--- src/sv/tha_pkg.sv ---
// Shared types and constants for the track heading averager.
// No dependencies; imported by every module of the block.
package tha_pkg;

   localparam int SUM_W       = 48;   // exact window sums, depth up to 64
   localparam int DIV_W       = 11;   // (2r+1)*(n-2r) divisor
   localparam int CW          = 45;   // CORDIC vector width
   localparam int ZW          = 24;   // CORDIC angle, Q.20 radians
   localparam int CORDIC_ITER = 20;
   localparam int NORM_BIT    = 40;
   localparam logic signed [ZW-1:0] PI_Q20    = 24'sd3294199;
   localparam logic        [15:0]   YAW_LIMIT = 16'd12868;

   typedef enum logic [3:0] {
      ST_IDLE, ST_CHECK, ST_WALK_XY, ST_DIVX_GO, ST_DIVX_WAIT, ST_DIVY_GO,
      ST_DIVY_WAIT, ST_VEC_LOAD, ST_NORM, ST_CORDIC, ST_ROUND, ST_WALK_YAW,
      ST_DIVA_GO, ST_DIVA_WAIT, ST_DONE
   } state_type;

   typedef struct packed {
      logic push;
      logic walk_clr;
      logic acc_xy;
      logic acc_yaw;
      logic div_start;
      logic div_sel_y;
      logic cap_mx;
      logic cap_my;
      logic vec_load;
      logic norm_step;
      logic cordic_step;
      logic yaw_write;
      logic load_out;
   } cmd_type;

   typedef struct packed {
      logic enough;
      logic walk_last;
      logic div_done;
      logic norm_done;
      logic vec_zero;
      logic cordic_last;
   } status_type;

   function automatic logic [ZW-1:0] atan_q20(input logic [4:0] i);
      logic [ZW-1:0] v;
      unique case (i)
         5'd0:    v = 24'd823550;
         5'd1:    v = 24'd486170;
         5'd2:    v = 24'd256879;
         5'd3:    v = 24'd130396;
         5'd4:    v = 24'd65451;
         5'd5:    v = 24'd32757;
         5'd6:    v = 24'd16383;
         5'd7:    v = 24'd8192;
         5'd8:    v = 24'd4096;
         5'd9:    v = 24'd2048;
         5'd10:   v = 24'd1024;
         5'd11:   v = 24'd512;
         5'd12:   v = 24'd256;
         5'd13:   v = 24'd128;
         5'd14:   v = 24'd64;
         5'd15:   v = 24'd32;
         5'd16:   v = 24'd16;
         5'd17:   v = 24'd8;
         5'd18:   v = 24'd4;
         5'd19:   v = 24'd2;
         default: v = '0;
      endcase
      return v;
   endfunction

endpackage

--- src/sv/tha_div.sv ---
// Iterative signed-by-unsigned divider, one quotient bit per cycle.
// Depends on tha_pkg for widths.
module tha_div (
   input  logic                         clock,
   input  logic                         reset,
   input  logic                         start,
   input  logic signed [tha_pkg::SUM_W-1:0] dividend,
   input  logic        [tha_pkg::DIV_W-1:0] divisor,
   output logic signed [tha_pkg::SUM_W-1:0] quotient,
   output logic                         done
);
   import tha_pkg::*;

   localparam int CNT_W = $clog2(SUM_W + 1);

   logic [SUM_W-1:0] dvd_ff, dvd_in;
   logic [DIV_W:0]   rem_ff, rem_in;
   logic [DIV_W-1:0] dsr_ff, dsr_in;
   logic             neg_ff, neg_in;
   logic [CNT_W-1:0] cnt_ff, cnt_in;
   logic             busy_ff, busy_in;
   logic             done_ff, done_in;
   logic [DIV_W+1:0] trial;

   always_comb begin
      dvd_in  = dvd_ff;
      rem_in  = rem_ff;
      dsr_in  = dsr_ff;
      neg_in  = neg_ff;
      cnt_in  = cnt_ff;
      busy_in = busy_ff;
      done_in = 1'b0;
      trial   = {rem_ff, dvd_ff[SUM_W-1]};
      if (start) begin
         neg_in  = dividend[SUM_W-1];
         dvd_in  = dividend[SUM_W-1] ? SUM_W'(-dividend) : dividend;
         rem_in  = '0;
         dsr_in  = divisor;
         cnt_in  = '0;
         busy_in = 1'b1;
      end else if (busy_ff) begin
         if (trial >= {2'b00, dsr_ff}) begin
            rem_in = (DIV_W+1)'(trial - {2'b00, dsr_ff});
            dvd_in = {dvd_ff[SUM_W-2:0], 1'b1};
         end else begin
            rem_in = trial[DIV_W:0];
            dvd_in = {dvd_ff[SUM_W-2:0], 1'b0};
         end
         cnt_in = CNT_W'(cnt_ff + 1'b1);
         if (cnt_ff == CNT_W'(SUM_W - 1)) begin
            busy_in = 1'b0;
            done_in = 1'b1;
         end
      end
   end

   always_ff @(posedge clock) begin
      if (reset) begin
         busy_ff <= 1'b0;
         done_ff <= 1'b0;
      end else begin
         busy_ff <= busy_in;
         done_ff <= done_in;
      end
      dvd_ff <= dvd_in;
      rem_ff <= rem_in;
      dsr_ff <= dsr_in;
      neg_ff <= neg_in;
      cnt_ff <= cnt_in;
   end

   assign quotient = neg_ff ? SUM_W'(-$signed(dvd_ff)) : $signed(dvd_ff);
   assign done     = done_ff;

endmodule

--- src/sv/tha_dp.sv ---
// Datapath: position and yaw histories, window walk, divider, CORDIC.
// Depends on tha_pkg and tha_div.
module tha_dp #(
   parameter int HISTORY_DEPTH = 16
) (
   input  logic                clock,
   input  logic                reset,
   input  tha_pkg::cmd_type    cmd,
   output tha_pkg::status_type status,
   input  logic signed [31:0]  req_x_pos,
   input  logic signed [31:0]  req_y_pos,
   input  logic                csr_write_en,
   input  logic [2:0]          csr_write_data,
   output logic signed [14:0]  rsp_heading_avg,
   output logic                rsp_history_enough
);
   import tha_pkg::*;

   localparam int IDX_W  = $clog2(HISTORY_DEPTH);
   localparam int FILL_W = $clog2(HISTORY_DEPTH + 1);
   localparam int CNT_W  = (IDX_W > 5) ? IDX_W : 5;

   logic signed [31:0] x_hist_ff [HISTORY_DEPTH];
   logic signed [31:0] y_hist_ff [HISTORY_DEPTH];
   logic signed [15:0] yaw_hist_ff [HISTORY_DEPTH];
   logic [FILL_W-1:0]  fill_ff;
   logic [2:0]         r_ff;
   logic [CNT_W-1:0]   cnt_ff;
   logic signed [SUM_W-1:0] acc_x_ff, acc_y_ff;
   logic signed [31:0] mx_ff, my_ff;
   logic signed [CW-1:0] cx_ff, cy_ff, cx_in, cy_in;
   logic signed [ZW-1:0] cz_ff, cz_in;
   logic               zero_ff;
   logic signed [14:0] heading_ff;
   logic               enough_ff;

   // window coverage count of sample j
   logic [7:0] nn, rr, jj, lo, hi;
   logic [3:0] cov;
   logic [IDX_W-1:0] jidx;
   logic signed [36:0] prod_x, prod_y;
   logic signed [20:0] prod_yaw;
   logic [DIV_W-1:0] dsr_wide;
   logic signed [SUM_W-1:0] quo;
   logic div_done;

   assign nn   = 8'(fill_ff);
   assign rr   = {5'd0, r_ff};
   assign jidx = cnt_ff[IDX_W-1:0];
   assign jj   = 8'(jidx);

   always_comb begin
      lo  = (jj >= 8'(rr << 1)) ? 8'(jj - rr) : rr;
      hi  = (8'(jj + rr) <= 8'(nn - rr - 8'd1)) ? 8'(jj + rr) : 8'(nn - rr - 8'd1);
      cov = 4'(hi - lo + 8'd1);
   end

   assign prod_x   = x_hist_ff[jidx] * $signed({1'b0, cov});
   assign prod_y   = y_hist_ff[jidx] * $signed({1'b0, cov});
   assign prod_yaw = yaw_hist_ff[jidx] * $signed({1'b0, cov});
   assign dsr_wide = DIV_W'({r_ff, 1'b1}) * DIV_W'(nn - (rr << 1));

   tha_div u_div (
      .clock    (clock),
      .reset    (reset),
      .start    (cmd.div_start),
      .dividend (cmd.div_sel_y ? acc_y_ff : acc_x_ff),
      .divisor  (dsr_wide),
      .quotient (quo),
      .done     (div_done)
   );

   // vector load, normalise and CORDIC rotation
   logic signed [33:0] vx, vy;
   logic signed [CW-1:0] abs_cy;
   logic [4:0] it;
   logic signed [ZW-1:0] tz;
   logic [ZW-1:0] mag;
   logic [15:0] q, qc;
   logic signed [15:0] yaw_q;

   assign vx     = 34'(y_hist_ff[0]) - 34'(my_ff);
   assign vy     = 34'(x_hist_ff[0]) - 34'(mx_ff);
   assign abs_cy = cy_ff[CW-1] ? -cy_ff : cy_ff;
   assign it     = cnt_ff[4:0];
   assign tz     = $signed(atan_q20(it));

   always_comb begin
      cx_in = cx_ff;
      cy_in = cy_ff;
      cz_in = cz_ff;
      if (cmd.vec_load) begin
         cz_in = '0;
         if (vx < 0) begin
            cz_in = (vy >= 0) ? PI_Q20 : -PI_Q20;
            cx_in = -CW'(vx);
            cy_in = -CW'(vy);
         end else begin
            cx_in = CW'(vx);
            cy_in = CW'(vy);
         end
      end else if (cmd.norm_step) begin
         cx_in = cx_ff <<< 1;
         cy_in = cy_ff <<< 1;
      end else if (cmd.cordic_step) begin
         if (cy_ff > 0) begin
            cx_in = cx_ff + (cy_ff >>> it);
            cy_in = cy_ff - (cx_ff >>> it);
            cz_in = cz_ff + tz;
         end else begin
            cx_in = cx_ff - (cy_ff >>> it);
            cy_in = cy_ff + (cx_ff >>> it);
            cz_in = cz_ff - tz;
         end
      end
   end

   // round Q.20 to Q4.12, half away from zero, then clamp
   always_comb begin
      mag   = cz_ff[ZW-1] ? ZW'(-cz_ff) : ZW'(cz_ff);
      q     = 16'((mag + ZW'(128)) >> 8);
      qc    = (q > YAW_LIMIT) ? YAW_LIMIT : q;
      yaw_q = cz_ff[ZW-1] ? -$signed(qc) : $signed(qc);
   end

   always_ff @(posedge clock) begin
      if (reset) begin
         fill_ff <= '0;
         r_ff    <= 3'd2;
         for (int i = 0; i < HISTORY_DEPTH; i++) begin
            x_hist_ff[i]   <= '0;
            y_hist_ff[i]   <= '0;
            yaw_hist_ff[i] <= '0;
         end
      end else begin
         if (csr_write_en)
            r_ff <= csr_write_data;
         if (cmd.push) begin
            for (int i = 1; i < HISTORY_DEPTH; i++) begin
               x_hist_ff[i]   <= x_hist_ff[i-1];
               y_hist_ff[i]   <= y_hist_ff[i-1];
               yaw_hist_ff[i] <= yaw_hist_ff[i-1];
            end
            x_hist_ff[0] <= req_x_pos;
            y_hist_ff[0] <= req_y_pos;
            if (fill_ff != FILL_W'(HISTORY_DEPTH))
               fill_ff <= FILL_W'(fill_ff + 1'b1);
         end
         if (cmd.yaw_write)
            yaw_hist_ff[0] <= yaw_q;
      end
   end

   always_ff @(posedge clock) begin
      if (cmd.walk_clr) begin
         acc_x_ff <= '0;
         acc_y_ff <= '0;
      end else if (cmd.acc_xy) begin
         acc_x_ff <= acc_x_ff + SUM_W'(prod_x);
         acc_y_ff <= acc_y_ff + SUM_W'(prod_y);
      end else if (cmd.acc_yaw) begin
         acc_x_ff <= acc_x_ff + SUM_W'(prod_yaw);
      end
      if (cmd.walk_clr || cmd.vec_load)
         cnt_ff <= '0;
      else if (cmd.acc_xy || cmd.acc_yaw || cmd.cordic_step)
         cnt_ff <= CNT_W'(cnt_ff + 1'b1);
      if (cmd.cap_mx) mx_ff <= quo[31:0];
      if (cmd.cap_my) my_ff <= quo[31:0];
      if (cmd.vec_load) zero_ff <= (vx == 0) && (vy == 0);
      cx_ff <= cx_in;
      cy_ff <= cy_in;
      cz_ff <= cz_in;
      if (cmd.load_out) begin
         enough_ff  <= status.enough;
         heading_ff <= status.enough ? quo[14:0] : '0;
      end
   end

   always_comb begin
      status.enough      = nn > 8'((rr << 1) + 8'd1);
      status.walk_last   = 8'(jidx) == 8'(nn - 8'd1);
      status.div_done    = div_done;
      status.norm_done   = zero_ff || (|cx_ff[CW-1:NORM_BIT]) || (|abs_cy[CW-1:NORM_BIT]);
      status.vec_zero    = zero_ff;
      status.cordic_last = it == 5'(CORDIC_ITER - 1);
   end

   assign rsp_heading_avg    = heading_ff;
   assign rsp_history_enough = enough_ff;

endmodule

--- src/sv/tha_ctrl.sv ---
// Controller: sequences push, window walks, divisions and CORDIC.
// Depends on tha_pkg.
module tha_ctrl (
   input  logic                clock,
   input  logic                reset,
   input  logic                req_valid,
   output logic                req_ready,
   output logic                rsp_valid,
   input  logic                rsp_ready,
   input  tha_pkg::status_type status,
   output tha_pkg::cmd_type    cmd
);
   import tha_pkg::*;

   state_type state_ff, state_in;
   logic      rsp_valid_ff, rsp_valid_in;

   always_ff @(posedge clock) begin
      if (reset) begin
         state_ff     <= ST_IDLE;
         rsp_valid_ff <= 1'b0;
      end else begin
         state_ff     <= state_in;
         rsp_valid_ff <= rsp_valid_in;
      end
   end

   always_comb begin
      state_in  = state_ff;
      cmd       = '0;
      req_ready = 1'b0;
      rsp_valid_in = rsp_valid_ff && !rsp_ready;
      unique case (state_ff)
         ST_IDLE: begin
            req_ready = 1'b1;
            if (req_valid) begin
               cmd.push = 1'b1;
               state_in = ST_CHECK;
            end
         end
         ST_CHECK: begin
            cmd.walk_clr = 1'b1;
            state_in = status.enough ? ST_WALK_XY : ST_DONE;
         end
         ST_WALK_XY: begin
            cmd.acc_xy = 1'b1;
            if (status.walk_last) state_in = ST_DIVX_GO;
         end
         ST_DIVX_GO: begin
            cmd.div_start = 1'b1;
            state_in = ST_DIVX_WAIT;
         end
         ST_DIVX_WAIT: begin
            if (status.div_done) begin
               cmd.cap_mx = 1'b1;
               state_in = ST_DIVY_GO;
            end
         end
         ST_DIVY_GO: begin
            cmd.div_start = 1'b1;
            cmd.div_sel_y = 1'b1;
            state_in = ST_DIVY_WAIT;
         end
         ST_DIVY_WAIT: begin
            if (status.div_done) begin
               cmd.cap_my = 1'b1;
               state_in = ST_VEC_LOAD;
            end
         end
         ST_VEC_LOAD: begin
            cmd.vec_load = 1'b1;
            state_in = ST_NORM;
         end
         ST_NORM: begin
            if (status.vec_zero) state_in = ST_ROUND;
            else if (status.norm_done) state_in = ST_CORDIC;
            else cmd.norm_step = 1'b1;
         end
         ST_CORDIC: begin
            cmd.cordic_step = 1'b1;
            if (status.cordic_last) state_in = ST_ROUND;
         end
         ST_ROUND: begin
            cmd.yaw_write = 1'b1;
            cmd.walk_clr  = 1'b1;
            state_in = ST_WALK_YAW;
         end
         ST_WALK_YAW: begin
            cmd.acc_yaw = 1'b1;
            if (status.walk_last) state_in = ST_DIVA_GO;
         end
         ST_DIVA_GO: begin
            cmd.div_start = 1'b1;
            state_in = ST_DIVA_WAIT;
         end
         ST_DIVA_WAIT: begin
            if (status.div_done) state_in = ST_DONE;
         end
         ST_DONE: begin
            if (!rsp_valid_ff || rsp_ready) begin
               cmd.load_out = 1'b1;
               rsp_valid_in = 1'b1;
               state_in = ST_IDLE;
            end
         end
         default: state_in = ST_IDLE;
      endcase
   end

   assign rsp_valid = rsp_valid_ff;

   a_no_overwrite: assert property (@(posedge clock) disable iff (reset)
      cmd.load_out |-> (!rsp_valid_ff || rsp_ready))
      else $error("result register overwritten before transfer");
   a_push_checks: assert property (@(posedge clock) disable iff (reset)
      cmd.push |=> state_ff == ST_CHECK)
      else $error("push not followed by history check");
   a_div_latency: assert property (@(posedge clock) disable iff (reset)
      cmd.div_start |=> !status.div_done)
      else $error("divider finished without iterating");
   a_ready_idle: assert property (@(posedge clock) disable iff (reset)
      req_ready |-> state_ff == ST_IDLE && !cmd.cordic_step)
      else $error("input taken while busy");

endmodule

--- src/sv/track_heading_averager.sv ---
// Track heading averager: pushes x/y samples, derives a heading by CORDIC
// and returns the windowed mean of the heading history.
// With a short history the result follows the check; otherwise the x/y walk,
// two divisions, normalise, CORDIC, heading walk and a third division come first.
// A new sample is taken only in idle; one 48-step divider serves all three.
// Reset (synchronous): histories cleared, fill count zero, half width 2.
module track_heading_averager #(
   parameter int HISTORY_DEPTH = 16
) (
   input  logic               clock,
   input  logic               reset,
   input  logic               req_valid,
   output logic               req_ready,
   input  logic signed [31:0] req_x_pos,
   input  logic signed [31:0] req_y_pos,
   output logic               rsp_valid,
   input  logic               rsp_ready,
   output logic signed [14:0] rsp_heading_avg,
   output logic               rsp_history_enough,
   input  logic               csr_write_en,
   input  logic [2:0]         csr_write_data
);
   import tha_pkg::*;

   cmd_type    cmd;
   status_type status;

   // controller: hold the state machine and the result valid flag
   tha_ctrl u_ctrl (
      .clock     (clock),
      .reset     (reset),
      .req_valid (req_valid),
      .req_ready (req_ready),
      .rsp_valid (rsp_valid),
      .rsp_ready (rsp_ready),
      .status    (status),
      .cmd       (cmd)
   );

   // datapath: histories, walk accumulators, divider and CORDIC
   tha_dp #(
      .HISTORY_DEPTH (HISTORY_DEPTH)
   ) u_dp (
      .clock              (clock),
      .reset              (reset),
      .cmd                (cmd),
      .status             (status),
      .req_x_pos          (req_x_pos),
      .req_y_pos          (req_y_pos),
      .csr_write_en       (csr_write_en),
      .csr_write_data     (csr_write_data),
      .rsp_heading_avg    (rsp_heading_avg),
      .rsp_history_enough (rsp_history_enough)
   );

endmodule

--- config.mk ---
export PLATFORM = sky130hd
export DESIGN_NAME = track_heading_averager
export DESIGN_NICKNAME = d
export VERILOG_FILES = /design/src/sv/tha_pkg.sv /design/src/sv/tha_div.sv /design/src/sv/tha_dp.sv /design/src/sv/tha_ctrl.sv /design/src/sv/track_heading_averager.sv
export SDC_FILE = /design/constraint.sdc
export NUM_CORES = 2
export LEC_CHECK = 0
export BUFFER_PORTS_ARGS = -buffer_cell sky130_fd_sc_hd__buf_2
export CELL_PAD_IN_SITES_DETAIL_PLACEMENT = 1
export CELL_PAD_IN_SITES_GLOBAL_PLACEMENT = 2
export CORE_ASPECT_RATIO = 1.75
export CORE_UTILIZATION = 43
export CTS_CLUSTER_DIAMETER = 200
export DETAILED_ROUTE_END_ITERATION = 16
export GPL_TIMING_DRIVEN = 0
export HOLD_SLACK_MARGIN = 0.08
export PLACE_DENSITY = 0.9
export SYNTH_ARGS = -nofsm -noshare
export SYNTH_HDL_FRONTEND = slang
export SYNTH_SLANG_ARGS = --single-unit
--- constraint.sdc ---
create_clock -name clock -period 31.4 [get_ports clock]
set_clock_uncertainty 0.1 [all_clocks]
set_input_delay 6.28 -clock clock [delete_from_list [all_inputs] [get_ports clock]]
set_output_delay 6.28 -clock clock [all_outputs]
set_load 0.05 [all_outputs]
==> impl_metrics.env <==
export IMPL_tritoncts="yes"
export IMPL_seq_area_frac_synth_pct=37.8
export IMPL_synth_edf_count=1055
export IMPL_hold_buffers=0
export IMPL_fin_ws_ns=16.86
export IMPL_rsz0062_at_grt="false"
export IMPL_cts_resized=0
export IMPL_async_flop_share_pct=0
export IMPL_cts_sinks=1693
export IMPL_overflow=0
export IMPL_antenna_found_initial=76
export IMPL_post_drt_via_cell_ratio=6.53
export IMPL_syn_avg_cell_area_sq_um=10.0
export IMPL_nets=13100
export IMPL_core_area_sq_mm=0.272
export IMPL_grt_pass1_wl_microns=813000
export IMPL_violations="max-capacitance violations, max-slew violations"
export IMPL_required_ns=32.02
export IMPL_io_pins=90
export IMPL_critPathKind="register to register"
export IMPL_cts_setup_buffers=0
export IMPL_die_x_microns=398
export IMPL_yosysTopAreaCell="edfxtp_1"
export IMPL_slew_viol_final=119
export IMPL_cts_buffers=175
export IMPL_setup_viol=0
export IMPL_synth_ff_type="edfxtp_1"
export IMPL_ys_warn_count=0
export IMPL_drc=0
export IMPL_first_iter_violations=9910
export IMPL_syn2layout_area_growth_pct=10.1
export IMPL_synth_top_area_share_pct=26.9
export IMPL_preCtsSetupSlack_ns=16.51
export IMPL_io_buffers=89
export IMPL_synthCells=11800
export IMPL_dr_pass1_iters=9
export IMPL_outcome="finished, violations left"
export IMPL_drt_total_wl_microns=582000
export IMPL_grt_pass1_vias=109000
export IMPL_fmax_ghz=0.0688
export IMPL_min_path_type="register to register"
export IMPL_timing_final_crit_share_pct=46.3
export IMPL_worstSkewPairLatency_ns=0.90
export IMPL_worst_pin_slew_ns=1.66
export IMPL_via_count=104000
export IMPL_startpoint_type="register"
export IMPL_syn_area_sq_mm=0.118
export IMPL_dp_hpwl_microns=459000
export IMPL_gp_congestion=1.18
export IMPL_ctsHtreeMaxLevel=4
export IMPL_max_cap_viol_count=17
export IMPL_hold_slack_ns=0.355
export IMPL_die_h_microns=694
export IMPL_syn_nets=12800
export IMPL_critPathMaxStageDelay_ns=1.05
export IMPL_clk_pin_slew_worst_paths_ns=0.07
export IMPL_synth_area_leaders="edfxtp_1, dfxtp_1, mux4_2, fa_1, ha_1"
export IMPL_setup_worst_path_end_class="register"
export IMPL_clock_tree_root_cell="clkbuf_16"
export IMPL_wire_per_inst_microns=36.7
export IMPL_period_minus_slack_ns=14.54
export IMPL_gr_usage_all_layers_pct=41.8
export IMPL_grt_max_degree=75
export IMPL_path_max_fanout=10
export IMPL_cts_buffer_depth=4
export IMPL_max_slew_margin_pct=-10.6
export IMPL_ant_nets=0
export IMPL_cp_data_arrival_time_ns=15.16
export IMPL_ys_seq_elements=1693
export IMPL_start_util_pct=43.3
export IMPL_final_hold_viol_count=0
export IMPL_ys_types=121
export IMPL_cp_slowest_cell="xnor2_1"
export IMPL_fp_row_count=253
export IMPL_drive_above_1_share_pct=9.90
export IMPL_die_area_sq_mm=0.276
cell families (layout without fill, tap and decap cells):
| logic type | after synthesis | count (layout) | share of synthesized area [%] |
|---|---|---|---|
| compound gates | 2367 | 2367 | 12.4 |
| buf+inv | 1608 | 2049 | 5.37 |
| simple gates | 3920 | 3920 | 16.5 |
| xor+xnor | 579 | 579 | 4.31 |
| flops | 1693 | 1693 | 37.8 |
| mux | 696 | 696 | 11.6 |
| other cells | 0 | 69 | 0 |
| fa+ha+maj | 909 | 909 | 12.1 |
layout by cell type (no fill, tap or decap), types with 90 or more instances in the layout:
master,count
nor2_1,481
clkbuf_16,181
mux2i_1,121
clkbuf_1,624
xor2_1,243
mux4_2,520
nand2_1,1577
and2_1,319
dfxtp_1,638
fa_1,375
xnor2_1,331
inv_1,844
ha_1,534
nand3_1,132
nor3_1,104
edfxtp_1,1055
nand2b_1,90
a21oi_1,992
o21ai_0,416
and3_1,835
buf_2,141
a21o_1,187
metrics by stage:
stage	TNS (ns)	utilization, %	area [sq um]	std cells
finish	0	47.7	130000	15900
global placement	-5438.05	45.1	123000	15400
detailed placement	0	45.4	123000	15500
CTS	0	47.5	129000	15800
floorplan	0	-	118000	11800
global route	0	47.6	130000	15800
metal layers:
layer / up-vias / part of all wire [%] / GRT usage, %
li1: 42900 / - / -
met1: 52100 / 30 / 39.0
met2: 5882 / 48 / 70.0
met3: 2620 / 8.0 / 10.6
met4: 28 / 14 / 47.7
met5: - / 0.036 / 0
state kept, by name (all words and copies together), names as in the netlist, 11 cells and up, named ones only:
register	flops
u_dp.acc_y_ff	48
u_dp.acc_x_ff	48
u_dp.rsp_heading_avg	15
u_dp.u_div.dvd_ff	48
u_dp.my_ff	32
u_dp.mx_ff	32
u_dp.cz_ff	24
u_dp.cy_ff	45
u_dp.cx_ff	45
u_dp.u_div.rem_ff	12
u_dp.u_div.dsr_ff	11
u_dp.tz	20
u_dp.x_hist_ff	512
u_dp.y_hist_ff	512
u_dp.yaw_hist_ff	256
layout make-up:
| type | count | area [sq um] |
|---|---|---|
| inverters | 851 | 3190 |
| diodes | 69 | 173 |
| clock buffers | 221 | 4810 |
| flip-flops and latches | 1693 | 44500 |
| fillers | 30200 | 142000 |
| plain buffers | 757 | 3190 |
| repair buffers | 127 | 1220 |
| multi-input cells | 8471 | 67100 |
| clock inverters | 93 | 1110 |
| well taps | 3570 | 4470 |
worst paths after layout:
kind	slack [ns]	startpoint	endpoint	depth (start not counted)
setup / recovery	16.86	u_dp.cnt_ff[0]$_SDFFE_PP0N_	u_dp.acc_y_ff[46]$_SDFFE_PP0P_	44
hold / removal	0.36	u_dp.x_hist_ff[15][25]$_SDFFE_PP0P_	u_dp.x_hist_ff[15][25]$_SDFFE_PP0P_	2
setup reg to reg	16.86	u_dp.cnt_ff[0]$_SDFFE_PP0N_	u_dp.acc_y_ff[46]$_SDFFE_PP0P_	44
hold reg to reg	0.36	u_dp.x_hist_ff[15][25]$_SDFFE_PP0P_	u_dp.x_hist_ff[15][25]$_SDFFE_PP0P_	2
worst max-delay path, delay by kind of cell, from the launching register on:
kind            cells  cell delay (ns)
buf+inv            11             3.77
compound gates     15             4.59
simple gates        6             0.87
fa+ha+maj           8             2.71
flops               1             0.56
xor+xnor            4             1.68
synthesized netlist by cell type (all sizes together), types with 47 or more instances:
master	count
nand2	1579
edfxtp	1055
a21oi	994
inv	849
and3	838
dfxtp	638
clkbuf	625
ha	534
mux4	525
nor2	489
o21ai	441
fa	375
xnor2	336
and2	323
xor2	243
a21o	187
buf	132
nand3	132
mux2i	126
nor3	110
nand2b	90
a211oi	82
o21a	74
nor2b	73
a31oi	68
a22oi	67
nand4	54
or3	50
o31ai	47
Power is left out: the tool's default activity adds up to more than one toggle a clock period on the data nets, which glitch-free logic cannot reach.
